### src/ygghm_pkg.sv
// Shared constants and types for the yaw glitch gate / hysteresis map block.
package ygghm_pkg;

  localparam int ANGLE_FRAC_BITS = 7;

  typedef logic signed [17:0] ang_t;

  localparam ang_t DEG_90  = 18'(90 << ANGLE_FRAC_BITS);
  localparam ang_t DEG_160 = 18'(160 << ANGLE_FRAC_BITS);
  localparam ang_t DEG_180 = 18'(180 << ANGLE_FRAC_BITS);
  localparam ang_t DEG_200 = 18'(200 << ANGLE_FRAC_BITS);
  localparam ang_t DEG_360 = 18'(360 << ANGLE_FRAC_BITS);

  // Full scale is 400 degrees = 2^(ANGLE_FRAC_BITS+4) * 25.
  localparam int DIV_SHIFT = ANGLE_FRAC_BITS + 4;
  // Bias keeps the divide-by-25 operand positive; BIAS/25 = 2^16 drops out mod 2^16.
  localparam logic signed [22:0] DIV_BIAS = 23'(25 * 65536);
  localparam int RECIP_SHIFT = 27;
  localparam logic [22:0] RECIP_MUL = 23'(((64'd1 << RECIP_SHIFT) + 64'd24) / 64'd25);

  localparam logic [15:0] CNT_MAX = 16'hFFFF;

  typedef enum logic {
    OP_SAMPLE  = 1'b0,
    OP_CAPTURE = 1'b1
  } op_e;

  typedef enum logic [1:0] {
    REG_GATE_ENABLE = 2'd0,
    REG_MAX_STEP    = 2'd1,
    REG_DAC_LOW     = 2'd2,
    REG_DAC_HIGH    = 2'd3
  } reg_idx_e;

  // Result fields carried down the scaling pipeline.
  typedef struct packed {
    logic              ok;
    logic              resync;
    logic signed [15:0] adj;
    logic signed [15:0] ext;
    logic              low_mode;
    logic [15:0]       count;
  } res_t;

endpackage

### src/yaw_glitch_gate_hysteresis_map.sv
// Top level: yaw glitch gate, heading offset, hysteresis range map and DAC scaling.
//
// Input channel (in_valid_i/in_ready_o): opcode_i selects a yaw sample (yaw_in_i,
// signed 1/128 degree) or a capture of the last yaw as heading offset.
// Output channel (out_valid_o/out_ready_i): exactly one result per input
// transaction, in order: gate decision, resync flag, adjusted and extended yaw,
// range mode, DAC code and saturating glitch count.
// Configuration goes through the APB port (4 registers at byte addresses 0,4,8,12);
// write it only while the block is idle.
// Pipeline: input register, state/angle stage, product multiply, reciprocal
// multiply for the /51200 floor, output register. One transaction per cycle is
// sustained while the receiver does not stall the output.
// Throughput is set by the two multiplier stages, each one product per cycle.
// When the receiver stalls, results back up stage by stage; bubbles are squeezed
// out, so the input keeps accepting until every stage is full.
// Reset: registers go to their defaults (max_step 1280, dac_high 4095, others 0),
// low range mode is set, stability flags, last yaw, offset and glitch count clear.
module yaw_glitch_gate_hysteresis_map
  import ygghm_pkg::*;
(
  input  logic               clk_i,
  input  logic               rst_ni,
  // input channel
  input  logic               in_valid_i,
  output logic               in_ready_o,
  input  logic               opcode_i,
  input  logic signed [15:0] yaw_in_i,
  // output channel
  output logic               out_valid_o,
  input  logic               out_ready_i,
  output logic               sample_ok_o,
  output logic               resync_request_o,
  output logic signed [15:0] adjusted_yaw_o,
  output logic signed [15:0] extended_yaw_o,
  output logic               low_range_mode_o,
  output logic [15:0]        dac_code_o,
  output logic [15:0]        glitch_count_o,
  // APB configuration
  input  logic               psel,
  input  logic               penable,
  input  logic               pwrite,
  input  logic [3:0]         paddr,
  input  logic [31:0]        pwdata,
  output logic [31:0]        prdata,
  output logic               pready
);

  // ---------------- configuration ----------------
  logic        gate_en_q;
  logic [14:0] max_step_q;
  logic [15:0] dac_low_q, dac_high_q;
  logic        cfg_wr;
  reg_idx_e    cfg_idx;

  assign pready  = 1'b1;
  assign cfg_wr  = psel && penable && pwrite;
  assign cfg_idx = reg_idx_e'(paddr[3:2]);

  always_ff @(posedge clk_i or negedge rst_ni) begin
    if (!rst_ni) begin
      gate_en_q  <= 1'b0;
      max_step_q <= 15'd1280;
      dac_low_q  <= 16'd0;
      dac_high_q <= 16'd4095;
    end else if (cfg_wr) begin
      case (cfg_idx)
        REG_GATE_ENABLE: gate_en_q  <= pwdata[0];
        REG_MAX_STEP:    max_step_q <= pwdata[14:0];
        REG_DAC_LOW:     dac_low_q  <= pwdata[15:0];
        REG_DAC_HIGH:    dac_high_q <= pwdata[15:0];
        default: ;
      endcase
    end
  end

  always_comb begin
    case (cfg_idx)
      REG_GATE_ENABLE: prdata = {31'd0, gate_en_q};
      REG_MAX_STEP:    prdata = {17'd0, max_step_q};
      REG_DAC_LOW:     prdata = {16'd0, dac_low_q};
      REG_DAC_HIGH:    prdata = {16'd0, dac_high_q};
      default:         prdata = 32'd0;
    endcase
  end

  // ---------------- pipeline control ----------------
  logic v0_q, v1_q, v2_q, v3_q, v4_q;
  logic en0, en1, en2, en3, en4;

  assign en4 = !v4_q || out_ready_i;
  assign en3 = !v3_q || en4;
  assign en2 = !v2_q || en3;
  assign en1 = !v1_q || en2;
  assign en0 = !v0_q || en1;
  assign in_ready_o  = en0;
  assign out_valid_o = v4_q;

  always_ff @(posedge clk_i or negedge rst_ni) begin
    if (!rst_ni) begin
      v0_q <= 1'b0;
      v1_q <= 1'b0;
      v2_q <= 1'b0;
      v3_q <= 1'b0;
      v4_q <= 1'b0;
    end else begin
      if (en0) v0_q <= in_valid_i;
      if (en1) v1_q <= v0_q;
      if (en2) v2_q <= v1_q;
      if (en3) v3_q <= v2_q;
      if (en4) v4_q <= v3_q;
    end
  end

  // ---------------- stage 0: input register ----------------
  op_e               s0_op_q;
  logic signed [15:0] s0_yaw_q;

  always_ff @(posedge clk_i) begin
    if (en0) begin
      s0_op_q  <= op_e'(opcode_i);
      s0_yaw_q <= yaw_in_i;
    end
  end

  // ---------------- stage 1: gate, offset, hysteresis ----------------
  logic signed [15:0] last_yaw_q, last_yaw_d;
  logic signed [15:0] offset_q, offset_d;
  logic               stable_q, stable_d;
  logic               low_mode_q, low_mode_d;
  logic [15:0]        count_q, count_d;

  ang_t        y_s, step, abs_step, mod_step, circ, wrap_in, adj_w, ext_w;
  logic        stable_new, ok, resync, lm_next;
  res_t        s1_res, s1_res_q;
  logic [15:0] s1_p, s1_p_q;
  logic signed [16:0] s1_span, s1_span_q;
  logic        adv1;

  assign adv1 = v0_q && en1;

  always_comb begin
    y_s      = {{2{s0_yaw_q[15]}}, s0_yaw_q};
    step     = y_s - {{2{last_yaw_q[15]}}, last_yaw_q};
    abs_step = step[17] ? -step : step;
    mod_step = (abs_step >= DEG_360) ? abs_step - DEG_360 : abs_step;
    circ     = (mod_step > DEG_180) ? DEG_360 - mod_step : mod_step;
    stable_new = circ <= $signed({3'b000, max_step_q});

    resync = gate_en_q && stable_q && !stable_new;
    ok     = !gate_en_q || (stable_q && stable_new);

    wrap_in = y_s - {{2{offset_q[15]}}, offset_q};
    if (wrap_in > DEG_180) begin
      adj_w = wrap_in - DEG_360;
    end else if (wrap_in <= -DEG_180) begin
      adj_w = wrap_in + DEG_360;
    end else begin
      adj_w = wrap_in;
    end

    lm_next = low_mode_q;
    if (low_mode_q) begin
      if (adj_w > DEG_90 && adj_w < DEG_160) lm_next = 1'b0;
    end else begin
      if (adj_w < -DEG_90 && adj_w > -DEG_160) lm_next = 1'b1;
    end

    if (lm_next) begin
      ext_w = (adj_w > DEG_160) ? adj_w - DEG_360 : adj_w;
    end else begin
      ext_w = (adj_w <= -DEG_160) ? adj_w + DEG_360 : adj_w;
    end

    // state next values
    last_yaw_d = last_yaw_q;
    offset_d   = offset_q;
    stable_d   = stable_q;
    low_mode_d = low_mode_q;
    count_d    = count_q;
    s1_res     = '0;
    s1_p       = 16'd0;
    if (s0_op_q == OP_CAPTURE) begin
      offset_d = last_yaw_q;
    end else begin
      last_yaw_d = s0_yaw_q;
      stable_d   = stable_new && !resync;
      if (resync && count_q != CNT_MAX) count_d = count_q + 16'd1;
      if (ok) begin
        low_mode_d = lm_next;
        s1_res.adj = adj_w[15:0];
        s1_res.ext = ext_w[15:0];
        s1_p       = 16'(ext_w + DEG_200);
      end
      s1_res.ok     = ok;
      s1_res.resync = resync;
    end
    s1_res.low_mode = low_mode_d;
    s1_res.count    = count_d;
    s1_span = $signed({1'b0, dac_high_q}) - $signed({1'b0, dac_low_q});
  end

  always_ff @(posedge clk_i or negedge rst_ni) begin
    if (!rst_ni) begin
      last_yaw_q <= '0;
      offset_q   <= '0;
      stable_q   <= 1'b0;
      low_mode_q <= 1'b1;
      count_q    <= '0;
    end else if (adv1) begin
      last_yaw_q <= last_yaw_d;
      offset_q   <= offset_d;
      stable_q   <= stable_d;
      low_mode_q <= low_mode_d;
      count_q    <= count_d;
    end
  end

  always_ff @(posedge clk_i) begin
    if (en1) begin
      s1_res_q  <= s1_res;
      s1_p_q    <= s1_p;
      s1_span_q <= s1_span;
    end
  end

  // ---------------- stage 2: (ext + 200 deg) * (dac_high - dac_low) ----------------
  res_t               s2_res_q;
  logic signed [33:0] s2_num_q;

  always_ff @(posedge clk_i) begin
    if (en2) begin
      s2_res_q <= s1_res_q;
      s2_num_q <= $signed({1'b0, s1_p_q}) * s1_span_q;
    end
  end

  // ---------------- stage 3: floor divide by 400 deg ----------------
  // floor(n / (2^k * 25)) = floor(floor(n / 2^k) / 25); the /25 is a reciprocal multiply
  logic signed [22:0] s3_x, s3_u;
  logic [44:0]        s3_prod;
  res_t               s3_res_q;
  logic [15:0]        s3_q_q;

  always_comb begin
    s3_x    = 23'(s2_num_q >>> DIV_SHIFT);
    s3_u    = s3_x + DIV_BIAS;
    s3_prod = 45'(s3_u[21:0]) * 45'(RECIP_MUL);
  end

  always_ff @(posedge clk_i) begin
    if (en3) begin
      s3_res_q <= s2_res_q;
      s3_q_q   <= s3_prod[RECIP_SHIFT +: 16];
    end
  end

  // ---------------- stage 4: output register ----------------
  res_t        s4_res_q;
  logic [15:0] s4_dac_q;

  always_ff @(posedge clk_i) begin
    if (en4) begin
      s4_res_q <= s3_res_q;
      s4_dac_q <= s3_res_q.ok ? dac_low_q + s3_q_q : 16'd0;
    end
  end

  assign sample_ok_o      = s4_res_q.ok;
  assign resync_request_o = s4_res_q.resync;
  assign adjusted_yaw_o   = s4_res_q.adj;
  assign extended_yaw_o   = s4_res_q.ext;
  assign low_range_mode_o = s4_res_q.low_mode;
  assign dac_code_o       = s4_dac_q;
  assign glitch_count_o   = s4_res_q.count;

endmodule
### config.mk
export PLATFORM = sky130hd
export DESIGN_NAME = yaw_glitch_gate_hysteresis_map
export DESIGN_NICKNAME = d
export VERILOG_FILES = /design/src/ygghm_pkg.sv /design/src/yaw_glitch_gate_hysteresis_map.sv
export SDC_FILE = /design/constraint.sdc
export NUM_CORES = 2
export LEC_CHECK = 0
export BUFFER_PORTS_ARGS = -buffer_cell sky130_fd_sc_hd__buf_2
export CAP_MARGIN = 30
export CORE_UTILIZATION = 30
export CTS_CLUSTER_SIZE = 16
export DETAILED_ROUTE_END_ITERATION = 8
export GPL_TIMING_DRIVEN = 0
export PLACE_DENSITY = 0.52
export SLEW_MARGIN = 20
export SYNTH_ARGS = -nofsm -noshare
export SYNTH_HDL_FRONTEND = slang
export SYNTH_SLANG_ARGS = --single-unit
### constraint.sdc
create_clock -name clk_i -period 6.2 [get_ports clk_i]
set_input_delay 0.31 -clock clk_i [delete_from_list [all_inputs] [get_ports clk_i]]
set_output_delay 0.31 -clock clk_i [all_outputs]
set_load 0.005 [all_outputs]
# After elaboration in Yosys (flattened, before gate mapping)
# Cells that the tools add are included.
dict set report op_classes {
  n_addsub 14
  n_mul 2
  order_cmp 11
  n_eq_ne 4
  n_mux 16
  n_bitwise 2
  reduce_logical 32
}
# op count
set op_table {}
lappend op_table {{one-hot mux 32 bit (4 select lines)} 1}
lappend op_table {{2-to-1 mux 18 bit} 5}
lappend op_table {{2-to-1 mux 16 bit} 5}
lappend op_table {{greater-than comparator 18 x 16 -> 1 bit, second input constant} 3}
lappend op_table {{subtractor 16 x 16 -> 17 bit} 3}
lappend op_table {{multiplier 22 x 22 -> 42 bit, second input constant} 1}
lappend op_table {{multiplier 17 x 17 -> 33 bit} 1}
lappend op_table {{adder 16 bit, second input constant} 2}
lappend op_table {{adder 22 bit, second input constant} 1}
lappend op_table {{adder 17 x 17 -> 18 bit, second input constant} 1}
lappend op_table {{>= comparator 18 x 17 -> 1 bit, second input constant} 1}
lappend op_table {{greater-than comparator 18 x 15 -> 1 bit, second input constant} 1}
lappend op_table {{<= comparator 18 x 16 -> 1 bit} 1}
lappend op_table {{<= comparator 18 x 16 -> 1 bit, second input constant} 1}
lappend op_table {{< comparator 18 x 15 -> 1 bit, second input constant} 1}
lappend op_table {{< comparator 18 x 16 -> 1 bit, second input constant} 1}
lappend op_table {{negator 17 -> 18 bit} 1}
lappend op_table {{subtractor 17 x 17 -> 18 bit, second input constant} 1}
lappend op_table {{subtractor 17 x 18 -> 18 bit, first input constant} 1}
lappend op_table {{subtractor 18 x 17 -> 18 bit, second input constant} 1}
lappend op_table {{greater-than comparator 17 x 16 -> 1 bit, second input constant} 1}
lappend op_table {{<= comparator 17 x 16 -> 1 bit, second input constant} 1}
lappend op_table {{adder 16 x 1 -> 16 bit, second input constant} 1}
lappend op_table {{adder 16 bit} 1}
lappend op_table {{other kinds (12)} 44}
dict set report word_totals {
  reg_bits 422
  input_bits 60
  output_inout_bits 102
}

# Longest topological paths before layout
dict set report logic_depth {
  word_depth 13
  mapped_depth 35
}

# Worst setup path after synthesis
# No wires, ideal clock.
dict set report synth_path {
  path_kind {reg2reg}
  from {reg s1_span_q[7]}
  to {reg s2_num_q[32] (data pin)}
  setup_time_ps 260
  arrival_time_ps 6507
  required_ps 5940
  slack_ps -567
  path_stages_with_launch 27
  n_path_buf 1
  synth_period_minus_slack_ps 6767
  cell_sequence {edfxtp_1 -> clkbuf_1 -> nand2_1 -> fa_1 -> inv_1 -> fa_1 -> inv_1 -> fa_1 -> inv_1 -> fa_1 -> inv_1 -> fa_1 -> inv_1 -> fa_1 -> ha_1 -> a21o_1 -> a2111o_1 -> a41oi_1 -> o21ai_0 -> a21oi_1 -> a2111oi_0 -> o21a_1 -> o21a_1 -> o21ai_0 -> nand2b_1 -> a21oi_1 -> xnor2_1}
}
dict set report synth_between {
  elab_chain_cells 1
}
# element line_no
set synth_rtl {}
lappend synth_rtl {{from (decl)} yaw_glitch_gate_hysteresis_map.sv:136} ;# logic signed [16:0] s1_span, s1_span_q;
lappend synth_rtl {{from (signal assigned)} yaw_glitch_gate_hysteresis_map.sv:222} ;# s1_span_q <= s1_span;
lappend synth_rtl {{multiplier 17 x 17 -> 33 bit} yaw_glitch_gate_hysteresis_map.sv:233} ;# s2_num_q <= $signed({1'b0, s1_p_q}) * s1_span_q;
lappend synth_rtl {{to (signal assigned)} yaw_glitch_gate_hysteresis_map.sv:233}
lappend synth_rtl {{to (decl)} yaw_glitch_gate_hysteresis_map.sv:228} ;# logic signed [33:0] s2_num_q;
# Every way passes these cells.
# A chain may end at the register's enable or synchronous reset.

# Worst setup path in the final report
dict set report layout_path {
  from {reg s0_yaw_q[5]}
  to {reg s1_res_q[16] in the netlist's numbering (data pin)}
}
dict set report layout_between {
  elab_chain_cells 12
  word_cells_on_any_way 30
  classes_between {7 x add/sub; 9 x order compare; 10 x mux; 4 x reduce/logical}
}
# element line_no
set layout_rtl {}
lappend layout_rtl {{from (decl)} yaw_glitch_gate_hysteresis_map.sv:116} ;# logic signed [15:0] s0_yaw_q;
lappend layout_rtl {{from (signal assigned)} yaw_glitch_gate_hysteresis_map.sv:121} ;# s0_yaw_q <= yaw_in_i;
lappend layout_rtl {{subtractor 16 x 16 -> 17 bit} yaw_glitch_gate_hysteresis_map.sv:143} ;# step = y_s - {{2{last_yaw_q[15]}}, last_yaw_q};
lappend layout_rtl {{negator 17 -> 18 bit} yaw_glitch_gate_hysteresis_map.sv:144} ;# abs_step = step[17] ? -step : step;
lappend layout_rtl {{2-to-1 mux 18 bit} yaw_glitch_gate_hysteresis_map.sv:144}
lappend layout_rtl {{subtractor 18 x 17 -> 18 bit or >= comparator 18 x 17 -> 1 bit (tied branches)} yaw_glitch_gate_hysteresis_map.sv:145} ;# mod_step = (abs_step >= DEG_360) ? abs_step - DEG_360 : abs_step;
lappend layout_rtl {{2-to-1 mux 18 bit} yaw_glitch_gate_hysteresis_map.sv:145}
lappend layout_rtl {{subtractor 17 x 18 -> 18 bit or greater-than comparator 18 x 16 -> 1 bit (tied branches)} yaw_glitch_gate_hysteresis_map.sv:146} ;# circ = (mod_step > DEG_180) ? DEG_360 - mod_step : mod_step;
lappend layout_rtl {{2-to-1 mux 18 bit} yaw_glitch_gate_hysteresis_map.sv:146}
lappend layout_rtl {{<= comparator 18 x 16 -> 1 bit} yaw_glitch_gate_hysteresis_map.sv:147} ;# stable_new = circ <= $signed({3'b000, max_step_q});
lappend layout_rtl {{logical AND 1 bit} yaw_glitch_gate_hysteresis_map.sv:150} ;# ok = !gate_en_q || (stable_q && stable_new);
lappend layout_rtl {{logical OR 1 bit} yaw_glitch_gate_hysteresis_map.sv:150}
lappend layout_rtl {{2-to-1 mux 1 bit *} yaw_glitch_gate_hysteresis_map.sv:188} ;# if (ok) begin
lappend layout_rtl {{2-to-1 mux 1 bit *} yaw_glitch_gate_hysteresis_map.sv:182} ;# if (s0_op_q == OP_CAPTURE) begin
lappend layout_rtl {{net low_mode_d} yaw_glitch_gate_hysteresis_map.sv:129} ;# logic low_mode_q, low_mode_d;
lappend layout_rtl {{to (signal assigned)} yaw_glitch_gate_hysteresis_map.sv:220} ;# s1_res_q <= s1_res;
lappend layout_rtl {{to (decl)} yaw_glitch_gate_hysteresis_map.sv:134} ;# res_t s1_res, s1_res_q;
# The timed path passes the listed nets; every way through them passes the cells marked *.

==> metrics <==
via count 24300; layout cells sized above 1 22.6%; Worst-path clk slew 0.06 ns; slowest stage cell, crit path edfxtp_1; critical path depth 30; post-route design area 43200 um^2; number of synthesized flops with an enable pin 258; root buffer cell clkbuf_16; Synth Register Bits between 300 and 400; count of final setup violators 75; family with the most delay on the worst path compound AO/OA/AOI/OAI gates; Std-Cell Rows ~120; sequential share of the synthesized area 29.6%; total CTS buffers 40; Final Cycle Share 110%; CTS max path bufs 3; post-route non-filler standard cell count between 5000 and 6000; Placed Cells 4930; Req. time, crit path roughly 6.5 ns; IO buf count between 100 and 150; area share of the largest cell type after synthesis between 20% and 30%; Arr. time, crit path 7.18 ns; Final Skew 0.0335 ns; critical path type reg2reg; unrepaired setup endpoints after global routing yes; Starting Density between 30% and 40%; Post-synth top flop edfxtp_1; Yosys cell types 112; Period minus WS final 6.84 ns; die area 118000 um^2; Mapped Avg Cell Area 10.7 um^2; clock sink total between 300 and 400; Die Y 343 um; Layout area overhead 23.7%; final worst setup slack -0.637 ns; status finished, violations left; max incr delay on CP 0.50 ns; Iter 0 DRT Violations 1026; worst-skew pair later-pin latency 0.60 ns; TritonCTS clock tree yes; Hold Crit Class in2reg; Pre-antenna DRT Iters 5; fillers 11300; DRC 0; final wirelength 92000 um; Fin Hold WS 0.0315 ns; CP Launch Type flip-flop; CP max FO 5; hpwl dp between 70000 and 80000 um; pin count of the biggest net entering global routing 72; Worst Tran Pin Value ~0.84 ns; routability cong. 0.877; Yosys top cell by area edfxtp_1; WL/cell 17.5 um; antenna-violating nets left 0; Buf+Inv Stages, Crit Path 3; grt ovf 0; failing checks negative setup slack; Slew Viols, Final 0; total track usage 15.7%; Synth Warn # 0; Cells on Worst Hold Path 3; largest cells by area after synthesis edfxtp_1 (22%), fa_1 (22%), ha_1 (15%); flop-to-flop setup slack -0.64 ns; vias in the first global route 25400; Ports 162; Hold Vio Cnt, Final 0; Cell Area, Placed between 30000 and 40000 um^2; # diodes 0; Crit. End Element flip-flop; Worst R2R Path Depth 30; antenna violations before repair 1; fmax 0.146 GHz; first-pass GRT wire length 143000 um; asr flop ratio synth between 20% and 30%; Mapped Area 35000 um^2; H-tree levels 2; core area around 110000 um^2; Syn Inst Count 3269; die width about 340 um; max-cap violations 0; slew margin rel. between 40% and 50%; number of vias per cell approximately 4.6; nets 4582
## final cells by class
| class | count | area [um^2] | area share, % |
|---|---|---|---|
| clock buffer | 55 | 1100 | 2.54 |
| buffer | 106 | 837 | 1.94 |
| sequential | 361 | 10300 | 23.9 |
| multi-input combinational | 2248 | 23700 | 54.9 |
| clock inverter | 19 | 176 | 0.408 |
| tap | 1512 | 1890 | 4.37 |
| timing repair buffer | 378 | 3020 | 6.98 |
| inverter | 567 | 2140 | 4.94 |
## path summary, 6_finish.rpt
check | from | to
setup / recovery | s0_yaw_q[5] | s1_res_q[16]
hold / removal | pwdata[1] | dac_low_q[1]
setup reg to reg | s0_yaw_q[5] | s1_res_q[16]
hold reg to reg | s3_res_q[45] | adjusted_yaw_o[12]
max in group asynchronous | rst_ni | dac_high_q[10]
min in group asynchronous | rst_ni | count_q[2]
## state kept, by name, indices dropped and copies added (netlist names), 17 cells and up
name	flops
s1_res_q	41
s1_span_q	17
s2_num_q	22
s2_res_q	41
s3_res_q	41
## layout by cell type (no fill, tap or decap), types with 25 or more instances in the layout
cell	Yosys	routed
inv_1	565	545
ha_1	433	384
fa_1	387	377
edfxtp_1	258	258
nand2_1	251	229
buf_4	28	192
and2_1	144	138
buf_2	10	133
o21ai_0	131	113
nor2_1	124	98
xnor2_1	106	92
dfrtp_1	88	88
a21oi_1	83	58
clkbuf_16	0	46
clkbuf_1	65	43
ha_4	0	41
buf_6	1	40
nand2b_1	38	37
mux2_2	40	37
nand3_1	53	35
dlygate4sd3_1	0	31
xor2_1	37	30
nor3_1	32	29
a21o_1	27	27
nor2b_1	32	25
## synth_stat cells (6+ instances only)
master      n
a211o_1     6
a211oi_1   13
a21boi_0   12
a21o_1     27
a21oi_1    83
a22o_1     17
a22oi_1     6
a31oi_1    10
and2_1    144
and3_1     23
buf_2      10
buf_4      28
clkbuf_1   65
dfrtp_1    88
dfstp_2    15
edfxtp_1  258
fa_1      387
ha_1      433
inv_1     565
mux2_2     40
nand2_1   251
nand2b_1   38
nand3_1    53
nand4_1    13
nor2_1    124
nor2_2     10
nor2b_1    32
nor3_1     32
nor3b_1     8
o211ai_1   14
o21a_1     21
o21ai_0   131
o21ai_1     7
o21bai_1    7
o31ai_1     6
or2_2      12
or3_1      10
xnor2_1   106
xor2_1     37
## per-layer routing
layer	part of all wire, %	wire length, um	vias up	GRT usage (%)
met4	3.2	2950	0	5.21
met5	0	0	-	0
met2	49	45200	387	26.9
li1	-	-	11700	-
met3	3.7	3430	125	2.32
met1	44	40500	12100	20.3
## timing repair
action                                  4_1_cts  5_1_grt
endpoints found under the hold margin        77        0
endpoints found under the setup margin       97       91
hold buffers                                 31        0
resized for setup                           225      171
buffers inserted                            167       42
gates cloned                                  3        3
pin swaps                                   118      148
## worst min-delay path, stage by stage
cell     delay, ns
buf_2         0.13
nand2_1       0.05
o21ai_0       0.07
## cell families (layout without fill, tap and decap cells)
family / Yosys count / after routing / share of synthesized area, %
AO/OA/AOI/OAI: 434 / 434 / 8.49
XOR/XNOR: 145 / 145 / 3.68
adder cells (fa/ha/maj): 820 / 820 / 37.7
buffers and inverters: 675 / 1125 / 7.64
flip-flops: 361 / 361 / 29.6
multiplexers: 48 / 48 / 1.56
other: 2 / 17 / 0.0215
AND/OR/NAND/NOR: 784 / 784 / 11.4
## through the flow
stage | TNS (ns) | worst slack (ns) | util, %
after floorplan | -0.0232 | -0.0232 | -
after global placement | -93.20 | -1.33 | 33.0
after detailed placement | -92.10 | -1.35 | 33.1
after CTS | -35.06 | -0.601 | 36.7
after global routing | -58.06 | -0.913 | 37.6
final | -34.36 | -0.637 | 37.6
Power is left out: the tool's default activity adds up to more than one toggle a clock period on the data nets, which glitch-free logic cannot reach.
